===== src/design/sdld_pkg.sv =====
// Shared types, constants and segment tables for the two-digit LED driver.
package sdld_pkg;

  localparam int unsigned BYTE_W   = 8;
  localparam int unsigned TICK_W   = 8;
  localparam int unsigned SCALE_W  = 10;
  localparam int unsigned PROD_W   = BYTE_W + SCALE_W;
  localparam int unsigned VALUE_W  = 10;
  localparam int unsigned DIGIT_W  = 4;
  localparam int unsigned EN_W     = 2;
  localparam int unsigned CFG_IDX_W  = 2;
  localparam int unsigned CFG_DATA_W = SCALE_W;
  localparam int unsigned M_TDATA_W  = 32;

  localparam logic [TICK_W-1:0]  TIMEOUT_RST    = 8'd16;
  localparam logic [SCALE_W-1:0] FULL_SCALE_RST = 10'd150;
  localparam logic [VALUE_W-1:0] MAX_SHOWN      = 10'd999;
  localparam logic [DIGIT_W-1:0] E_INDEX        = 4'd10;
  localparam logic [7:0]         DP_BIT         = 8'h02;
  localparam logic [EN_W-1:0]    EN_FIRST       = 2'b01;
  localparam logic [EN_W-1:0]    EN_SECOND      = 2'b10;
  localparam logic [EN_W-1:0]    EN_BOTH        = 2'b11;

  typedef enum logic [1:0] {
    OP_DATA    = 2'd0,
    OP_ADDR    = 2'd1,
    OP_TICK    = 2'd2,
    OP_REFRESH = 2'd3
  } op_e;

  typedef enum logic [CFG_IDX_W-1:0] {
    CFG_TIMEOUT    = 2'd0,
    CFG_FULL_SCALE = 2'd1
  } cfg_idx_e;

  // Display control that rides along with the value through the pipe.
  typedef struct packed {
    logic phase;
    logic err;
  } disp_ctl_t;

  typedef struct packed {
    logic [7:0]      port_a;
    logic [7:0]      port_b;
    logic [EN_W-1:0] enable;
  } seg_out_t;

  // Port A pattern per digit; index ten is the letter E.
  function automatic logic [7:0] seg_a(input logic [DIGIT_W-1:0] d);
    logic [7:0] r;
    case (d)
      4'd0:    r = 8'hC0;
      4'd1:    r = 8'h00;
      4'd2:    r = 8'h41;
      4'd3:    r = 8'h01;
      4'd4:    r = 8'h81;
      4'd5:    r = 8'h81;
      4'd6:    r = 8'hC1;
      4'd7:    r = 8'h00;
      4'd8:    r = 8'hC1;
      4'd9:    r = 8'h81;
      default: r = 8'hC1;
    endcase
    return r;
  endfunction

  function automatic logic [7:0] seg_b(input logic [DIGIT_W-1:0] d);
    logic [7:0] r;
    case (d)
      4'd0:    r = 8'hE4;
      4'd1:    r = 8'h60;
      4'd2:    r = 8'hA4;
      4'd3:    r = 8'hE4;
      4'd4:    r = 8'h60;
      4'd5:    r = 8'hC4;
      4'd6:    r = 8'hC4;
      4'd7:    r = 8'h64;
      4'd8:    r = 8'hE4;
      4'd9:    r = 8'hE4;
      default: r = 8'h84;
    endcase
    return r;
  endfunction

endpackage


===== src/design/scaled_two_digit_led_driver_unit.sv =====
// Top level of the scaled two-digit seven-segment LED driver.
//
//  channel   | handshake              | payload
//  ----------+------------------------+-----------------------------------------
//  s_axis    | tvalid / tready        | tdata: data_byte; tuser: op
//  m_axis    | tvalid / tready        | tdata: port_a, port_b, enable, value;
//            |                        | tuser: error_shown
//  cfg       | cfg_we_i (no wait)     | cfg_idx_i, cfg_data_i
//
// One item is taken per cycle while the output side is not stalled; its result
// passes the registered multiply, divide-by-255 and encode stages in that order.
// State is updated at the transfer, so back-to-back items see each other's effects.
// Reset clears state, restores register defaults and empties the pipe.
// Each stage advances when the one after it is empty or advancing, so an
// output stall fills the bubbles before the input side is held.
module scaled_two_digit_led_driver_unit (
  input  logic                              clk_i,
  input  logic                              rst_ni,
  input  logic                              s_axis_tvalid,
  output logic                              s_axis_tready,
  input  logic [7:0]                        s_axis_tdata,  // [7:0] data_byte
  input  logic [1:0]                        s_axis_tuser,  // [1:0] op
  output logic                              m_axis_tvalid,
  input  logic                              m_axis_tready,
  // [7:0] port_a_bits, [15:8] port_b_bits, [17:16] digit_enable,
  // [27:18] scaled_value, [31:28] zero
  output logic [sdld_pkg::M_TDATA_W-1:0]    m_axis_tdata,
  output logic                              m_axis_tuser,  // [0] error_shown
  input  logic                              cfg_we_i,
  input  logic [sdld_pkg::CFG_IDX_W-1:0]    cfg_idx_i,
  input  logic [sdld_pkg::CFG_DATA_W-1:0]   cfg_data_i
);
  import sdld_pkg::*;

  // Configuration registers.
  logic [TICK_W-1:0]  timeout_q;
  logic [SCALE_W-1:0] full_scale_q;

  // Architectural state.
  logic [BYTE_W-1:0]  last_byte_q, last_byte_d;
  logic [TICK_W-1:0]  idle_q, idle_d;
  logic               phase_q;

  // Pipe stages.
  logic               s1_valid_q, s2_valid_q, out_valid_q;
  logic [PROD_W-1:0]  s1_prod_q;
  disp_ctl_t          s1_ctl_q, s2_ctl_q;
  logic [VALUE_W-1:0] s2_value_q, out_value_q;
  seg_out_t           out_seg_q, seg_d;
  logic               out_err_q;

  logic s1_ready, s2_ready, out_ready, in_xfer;
  op_e  op;

  assign op        = op_e'(s_axis_tuser);
  assign out_ready = !out_valid_q || m_axis_tready;
  assign s2_ready  = !s2_valid_q || out_ready;
  assign s1_ready  = !s1_valid_q || s2_ready;
  assign s_axis_tready = s1_ready;
  assign in_xfer   = s_axis_tvalid && s1_ready;

  // Apply the op to the state; the result uses the updated state.
  always_comb begin
    last_byte_d = last_byte_q;
    idle_d      = idle_q;
    case (op)
      OP_DATA: begin
        last_byte_d = s_axis_tdata;
        idle_d      = '0;
      end
      OP_ADDR: idle_d = '0;
      OP_TICK: begin
        // Saturate at the timeout.
        if (idle_q < timeout_q) idle_d = idle_q + 8'd1;
      end
      default: ;
    endcase
  end

  // Divide by 255: estimate with x*257>>16 (never more than one low),
  // then correct with one compare and add.
  logic [PROD_W+8:0]  prod_x257;
  logic [10:0]        q_est, q_fix;
  logic [PROD_W-1:0]  rem;
  logic [VALUE_W-1:0] value_d;

  assign prod_x257 = {1'b0, s1_prod_q, 8'h00} + (PROD_W+9)'(s1_prod_q);
  assign q_est     = prod_x257[PROD_W+8:16];
  assign rem       = s1_prod_q - PROD_W'({q_est, 8'h00}) + PROD_W'(q_est);
  assign q_fix     = q_est + ((rem >= PROD_W'(255)) ? 11'd1 : 11'd0);
  assign value_d   = (q_fix > 11'(MAX_SHOWN)) ? MAX_SHOWN : q_fix[VALUE_W-1:0];

  sdld_seg_enc u_seg_enc (
    .value_i (s2_value_q),
    .ctl_i   (s2_ctl_q),
    .seg_o   (seg_d)
  );

  always_ff @(posedge clk_i or negedge rst_ni) begin
    if (!rst_ni) begin
      timeout_q    <= TIMEOUT_RST;
      full_scale_q <= FULL_SCALE_RST;
      last_byte_q  <= '0;
      idle_q       <= '0;
      phase_q      <= 1'b0;
      s1_valid_q   <= 1'b0;
      s2_valid_q   <= 1'b0;
      out_valid_q  <= 1'b0;
    end else begin
      if (cfg_we_i) begin
        case (cfg_idx_e'(cfg_idx_i))
          CFG_TIMEOUT:    timeout_q    <= cfg_data_i[TICK_W-1:0];
          CFG_FULL_SCALE: full_scale_q <= cfg_data_i;
          default: ;  // drop writes beyond the register list
        endcase
      end
      if (in_xfer) begin
        last_byte_q <= last_byte_d;
        idle_q      <= idle_d;
        // Advance the refresh phase after this result's phase is captured.
        if (op == OP_REFRESH) phase_q <= !phase_q;
      end
      if (s1_ready) s1_valid_q  <= s_axis_tvalid;
      if (s2_ready) s2_valid_q  <= s1_valid_q;
      if (out_ready) out_valid_q <= s2_valid_q;
    end
  end

  // Payload registers carry no reset.
  always_ff @(posedge clk_i) begin
    if (in_xfer) begin
      s1_prod_q      <= PROD_W'(last_byte_d) * PROD_W'(full_scale_q);
      s1_ctl_q.phase <= phase_q;
      s1_ctl_q.err   <= (idle_d >= timeout_q);
    end
    if (s2_ready && s1_valid_q) begin
      s2_value_q <= value_d;
      s2_ctl_q   <= s1_ctl_q;
    end
    if (out_ready && s2_valid_q) begin
      out_seg_q   <= seg_d;
      out_err_q   <= s2_ctl_q.err;
      out_value_q <= s2_value_q;
    end
  end

  assign m_axis_tvalid = out_valid_q;
  assign m_axis_tuser  = out_err_q;
  assign m_axis_tdata  = {4'h0, out_value_q, out_seg_q.enable,
                          out_seg_q.port_b, out_seg_q.port_a};

  // The error display lights both digits.
  assert property (@(posedge clk_i) disable iff (!rst_ni)
    m_axis_tvalid && m_axis_tuser |-> m_axis_tdata[17:16] == EN_BOTH)
    else $error("error display without both digit enables");

  // A normal display lights exactly one digit.
  assert property (@(posedge clk_i) disable iff (!rst_ni)
    m_axis_tvalid && !m_axis_tuser |-> $onehot(m_axis_tdata[17:16]))
    else $error("normal display must enable exactly one digit");

  // The shown value saturates at 999.
  assert property (@(posedge clk_i) disable iff (!rst_ni)
    s2_valid_q |-> s2_value_q <= MAX_SHOWN)
    else $error("scaled value above display range");

  // The idle count never passes the timeout through a tick.
  assert property (@(posedge clk_i) disable iff (!rst_ni)
    in_xfer && op == OP_TICK && idle_q < timeout_q |=> idle_q <= $past(timeout_q))
    else $error("idle count overran the timeout");

endmodule


===== src/design/sdld_seg_enc.sv =====
// Digit split and segment encoding for one display refresh.
module sdld_seg_enc (
  input  logic [sdld_pkg::VALUE_W-1:0] value_i,
  input  sdld_pkg::disp_ctl_t          ctl_i,
  output sdld_pkg::seg_out_t           seg_o
);
  import sdld_pkg::*;

  logic [17:0]        tenth_prod;
  logic [15:0]        hund_prod;
  logic [6:0]         quot10;
  logic [DIGIT_W-1:0] hund, tens, ones, digit;
  logic               dp;

  // v/10 = (v*205)>>11 and v/100 = (v*41)>>12, exact below 1000.
  assign tenth_prod = 18'(value_i) * 18'd205;
  assign hund_prod  = 16'(value_i) * 16'd41;
  assign quot10     = tenth_prod[17:11];
  assign hund       = hund_prod[15:12];
  assign tens       = DIGIT_W'(quot10 - 7'(hund) * 7'd10);
  assign ones       = DIGIT_W'(value_i - 10'(quot10) * 10'd10);

  always_comb begin
    if (value_i < 10'd100) begin
      digit = ctl_i.phase ? tens : ones;
      dp    = ctl_i.phase;
    end else begin
      digit = ctl_i.phase ? hund : tens;
      dp    = !ctl_i.phase;
    end
    if (ctl_i.err) begin
      seg_o.port_a = seg_a(E_INDEX) | DP_BIT;
      seg_o.port_b = seg_b(E_INDEX);
      seg_o.enable = EN_BOTH;
    end else begin
      seg_o.port_a = seg_a(digit) | (dp ? DP_BIT : 8'h00);
      seg_o.port_b = seg_b(digit);
      seg_o.enable = ctl_i.phase ? EN_SECOND : EN_FIRST;
    end
  end

endmodule

===== config.mk =====
export PLATFORM = sky130hd
export DESIGN_NAME = scaled_two_digit_led_driver_unit
export DESIGN_NICKNAME = d
export VERILOG_FILES = /design/src/design/sdld_pkg.sv /design/src/design/scaled_two_digit_led_driver_unit.sv /design/src/design/sdld_seg_enc.sv
export SDC_FILE = /design/constraint.sdc
export NUM_CORES = 1
export LEC_CHECK = 0
export BUFFER_PORTS_ARGS = -buffer_cell sky130_fd_sc_hd__buf_4
export CAP_MARGIN = 25
export CORE_MARGIN = 3
export CORE_UTILIZATION = 64
export CTS_CLUSTER_SIZE = 40
export DETAILED_ROUTE_END_ITERATION = 8
export GPL_TIMING_DRIVEN = 0
export PLACE_DENSITY = 0.83
export SLEW_MARGIN = 30
export SYNTH_ARGS = -nofsm -noshare
export SYNTH_HDL_FRONTEND = slang
export SYNTH_HIERARCHICAL = 1
export SYNTH_SLANG_ARGS = --single-unit

===== constraint.sdc =====
create_clock -name clk_i -period 8 [get_ports clk_i]
set_input_delay 0.4 -clock clk_i [delete_from_list [all_inputs] [get_ports clk_i]]
set_output_delay 0.4 -clock clk_i [all_outputs]
set_load 0.1 [all_outputs]

==> impl_metrics.tcl <==
set metrics [dict create \
    tightest_slew_ns 0.775 \
    max_stage_delay_ns 0.52 \
    ant_nets 0 \
    worst_ep_arrival_time_ns 7.63 \
    final-hold-violation-count 9 \
    fill_cells 1237 \
    die-area_sq_um 18800 \
    synth_top_area_cell "ha_1" \
    wl_um 22400 \
    cts_num_sinks 99 \
    rsz0062_at_grt "false" \
    path_buf_inv 2 \
    yosysTopAreaCellShare_pct 20.2 \
    syn_inst 1143 \
    fmax_ghz 0.133 \
    via_per_inst 5.64 \
    grt_usage_pct 25.2 \
    relSlewSlack_pct 48.1 \
    rr_endpoint "s2_value_q[3]$_SDFFCE_PN0P_" \
    fin_setup_tns_ns 0 \
    syn_area_sq_um 11000 \
    synthTopCellsByArea "ha_1 (20%), edfxtp_1 (17%), fa_1 (13%)" \
    whs_ns -0.00663 \
    routedWlPerCell_um 15.5 \
    core_area_sq_um 16700 \
    r2r_start "s1_prod_q[15]$_DFFE_PP_" \
    cts_tree "built" \
    hpwl_um 18000 \
    place_congestion 0.911 \
    max-cap-violations 0 \
    synth_ff_type "edfxtp_1" \
    syn_area_per_cell_sq_um 9.60 \
    yosys_warnings 6 \
    crit_required_ns 8.10 \
    skew_ns 0.00972 \
    netlist_top_cells_count "inv_1 (198), ha_1 (177), nand2_1 (91), fa_1 (73), edfxtp_1 (61)" \
    grt_pass1_vias 8343 \
    cp-start-kind "flip-flop" \
    post_cts_resized 0 \
    initial_core_util_pct 65.7 \
    io_buffers 57 \
    fin_ws_ns 0.471 \
    r2r_slack_ns 0.47 \
    synthToLayoutAreaGrowth_pct 9.69 \
    period_needed_ns 7.53 \
    antenna_cells 0 \
    synthDistinctLibCells 74 \
    cts_buffers 9 \
    hp-class "input port to asynchronous set/reset pin" \
    cts-root-buf "clkbuf_16" \
    post-route-drc-count 0 \
    clk_pin_slew_ns 0.07 \
    grt_pass1_wl_um 38100 \
    fin_crit_sh_pct 94.1 \
    cp_max_fo 9 \
    end_kind "flip-flop" \
    nets 1499 \
    dr.pass1.iters 5 \
    worstRegToRegCells 29 \
    status "finished, violations left" \
    hold_buffers 0 \
    yosysMostFrequentCell "inv_1" \
    drive_gt1_share_pct 11.7 \
    ys_ff_latch 99 \
    die_w_um 137 \
    place_ws_ns 0.592 \
    async_reset_ff_share_pct 38.4 \
    io_pins 62 \
    worst_path_max_delay_cell "edfxtp_1" \
    std_cell_rows 47 \
    clkLatencyLatePin_ns 0.36 \
    yosysSeqAreaShare_pct 25.4 \
    die_y_um 137 \
    final_util_pct 72.1 \
    cts.path.max_buffers 2 \
    cts-htree-levels 3 \
    postCtsSetupBuffers 0 \
    crit_top_cell "ha_1" \
    grt_max_degree 39 \
    drt_iter0_markers 433 \
    violations "negative hold slack" \
    dr_total_vias 8160 \
    synth_edf_count 61 \
    slew_violations 0 \
    setup_violations 0 \
    grt.overflow.total 0 \
    cp_top_family "compound AO/OA/AOI/OAI gates" \
    worstSetupPathType "flip-flop to flip-flop" \
    antenna_found_initial 0 \
]
worst reg2reg max path, delay by kind of cell (launching register included):
family,cells,cell delay (ns)
buf+inv,2,0.27
flops,1,0.52
compound gates,12,2.72
xor+xnor,2,0.25
simple gates,8,1.86
fa+ha+maj,5,1.62
through the flow:
| step | cells | cell area [sq um] |
|---|---|---|
| 2_1_floorplan | 1153 | 11000 |
| 3_3_place_gp | 1430 | 11700 |
| 3_5_place_dp | 1431 | 11700 |
| 4_1_cts | 1447 | 12000 |
| 5_1_grt | 1447 | 12000 |
| 6_report | 1447 | 12000 |
placed cells by master, fill, tap and decap left out, drive strengths merged, types with 5 or more instances in the layout:
cell and count:
dfstp 5, and3 12, o21a 7, nand3 28, edfxtp 61, o21bai 5, xor2 12, a2111oi 7
nor2b 12, a211oi 5, a21o 12, o21ai 30, nand2 91, inv 201, or2 5, a211o 5
a21oi 42, clkbuf 33, nor3 15, mux2i 6, o211ai 5, nand2b 17, fa 73, xnor2 41
and2 53, ha 177, a22o 5, a31oi 6, mux2 31, buf 75, conb 12, or3 7
nor2 44, dfrtp 33, nand4 10
flip-flops by register name, summed over array words and instances (netlist names), 8 cells and up:
name / flops
idle_q: 8
timeout_q: 8
last_byte_q: 8
s1_prod_q: 18
s2_value_q: 10
full_scale_q: 10
out_value_q: 10
m_axis_tdata: 18
cells by family (layout without fill, tap and decap cells):
logic type                 Yosys count  after routing  synth area share [%]
muxes                               37             37                  3.73
adders and majority gates          250            250                  33.5
xor gates and xnor gates            54             54                  4.43
buffers and inverters              236            310                  8.48
DFF                                 99             99                  25.4
AOI/OAI and AO/OA                  157            157                  10.1
and+or+nand+nor                    308            308                  14.3
other                                2             12                0.0684
worst max path at each step:
stage                            startpoint                           to  slack (ns)  cells past startpoint
global route        s1_prod_q[15]$_DFFE_PP_  s2_value_q[3]$_SDFFCE_PN0P_        0.06                     29
floorplan           s1_prod_q[15]$_DFFE_PP_  s2_value_q[3]$_SDFFCE_PN0P_        1.56                     29
finish              s1_prod_q[15]$_DFFE_PP_  s2_value_q[3]$_SDFFCE_PN0P_        0.47                     29
CTS                 s1_prod_q[15]$_DFFE_PP_  s2_value_q[3]$_SDFFCE_PN0P_        0.57                     29
global placement    s1_prod_q[15]$_DFFE_PP_  s2_value_q[3]$_SDFFCE_PN0P_        0.81                     29
detailed placement  s1_prod_q[15]$_DFFE_PP_  s2_value_q[3]$_SDFFCE_PN0P_        0.59                     29
area by class of cell:
| type | count | area (sq um) | area share (%) |
|---|---|---|---|
| Sequential cell | 99 | 2790 | 23.2 |
| Clock inverter | 4 | 28.8 | 0.239 |
| Buffer | 38 | 189 | 1.57 |
| Tap cell | 220 | 275 | 2.29 |
| Timing Repair Buffer | 58 | 448 | 3.72 |
| Inverter | 198 | 743 | 6.17 |
| Clock buffer | 12 | 272 | 2.25 |
| Multi-Input combinational cell | 818 | 7300 | 60.6 |
metal layers:
metal  vias up  track usage (%)  part of all wire, %
li1       3976                -                    -
met1      3961             31.2                   43
met2       168             44.3                   51
met3        55             3.90                  3.5
met4         0             9.42                  2.6
met5         -                0                    0
Power is left out: the tool's default activity adds up to more than one toggle a clock period on the data nets, which glitch-free logic cannot reach.
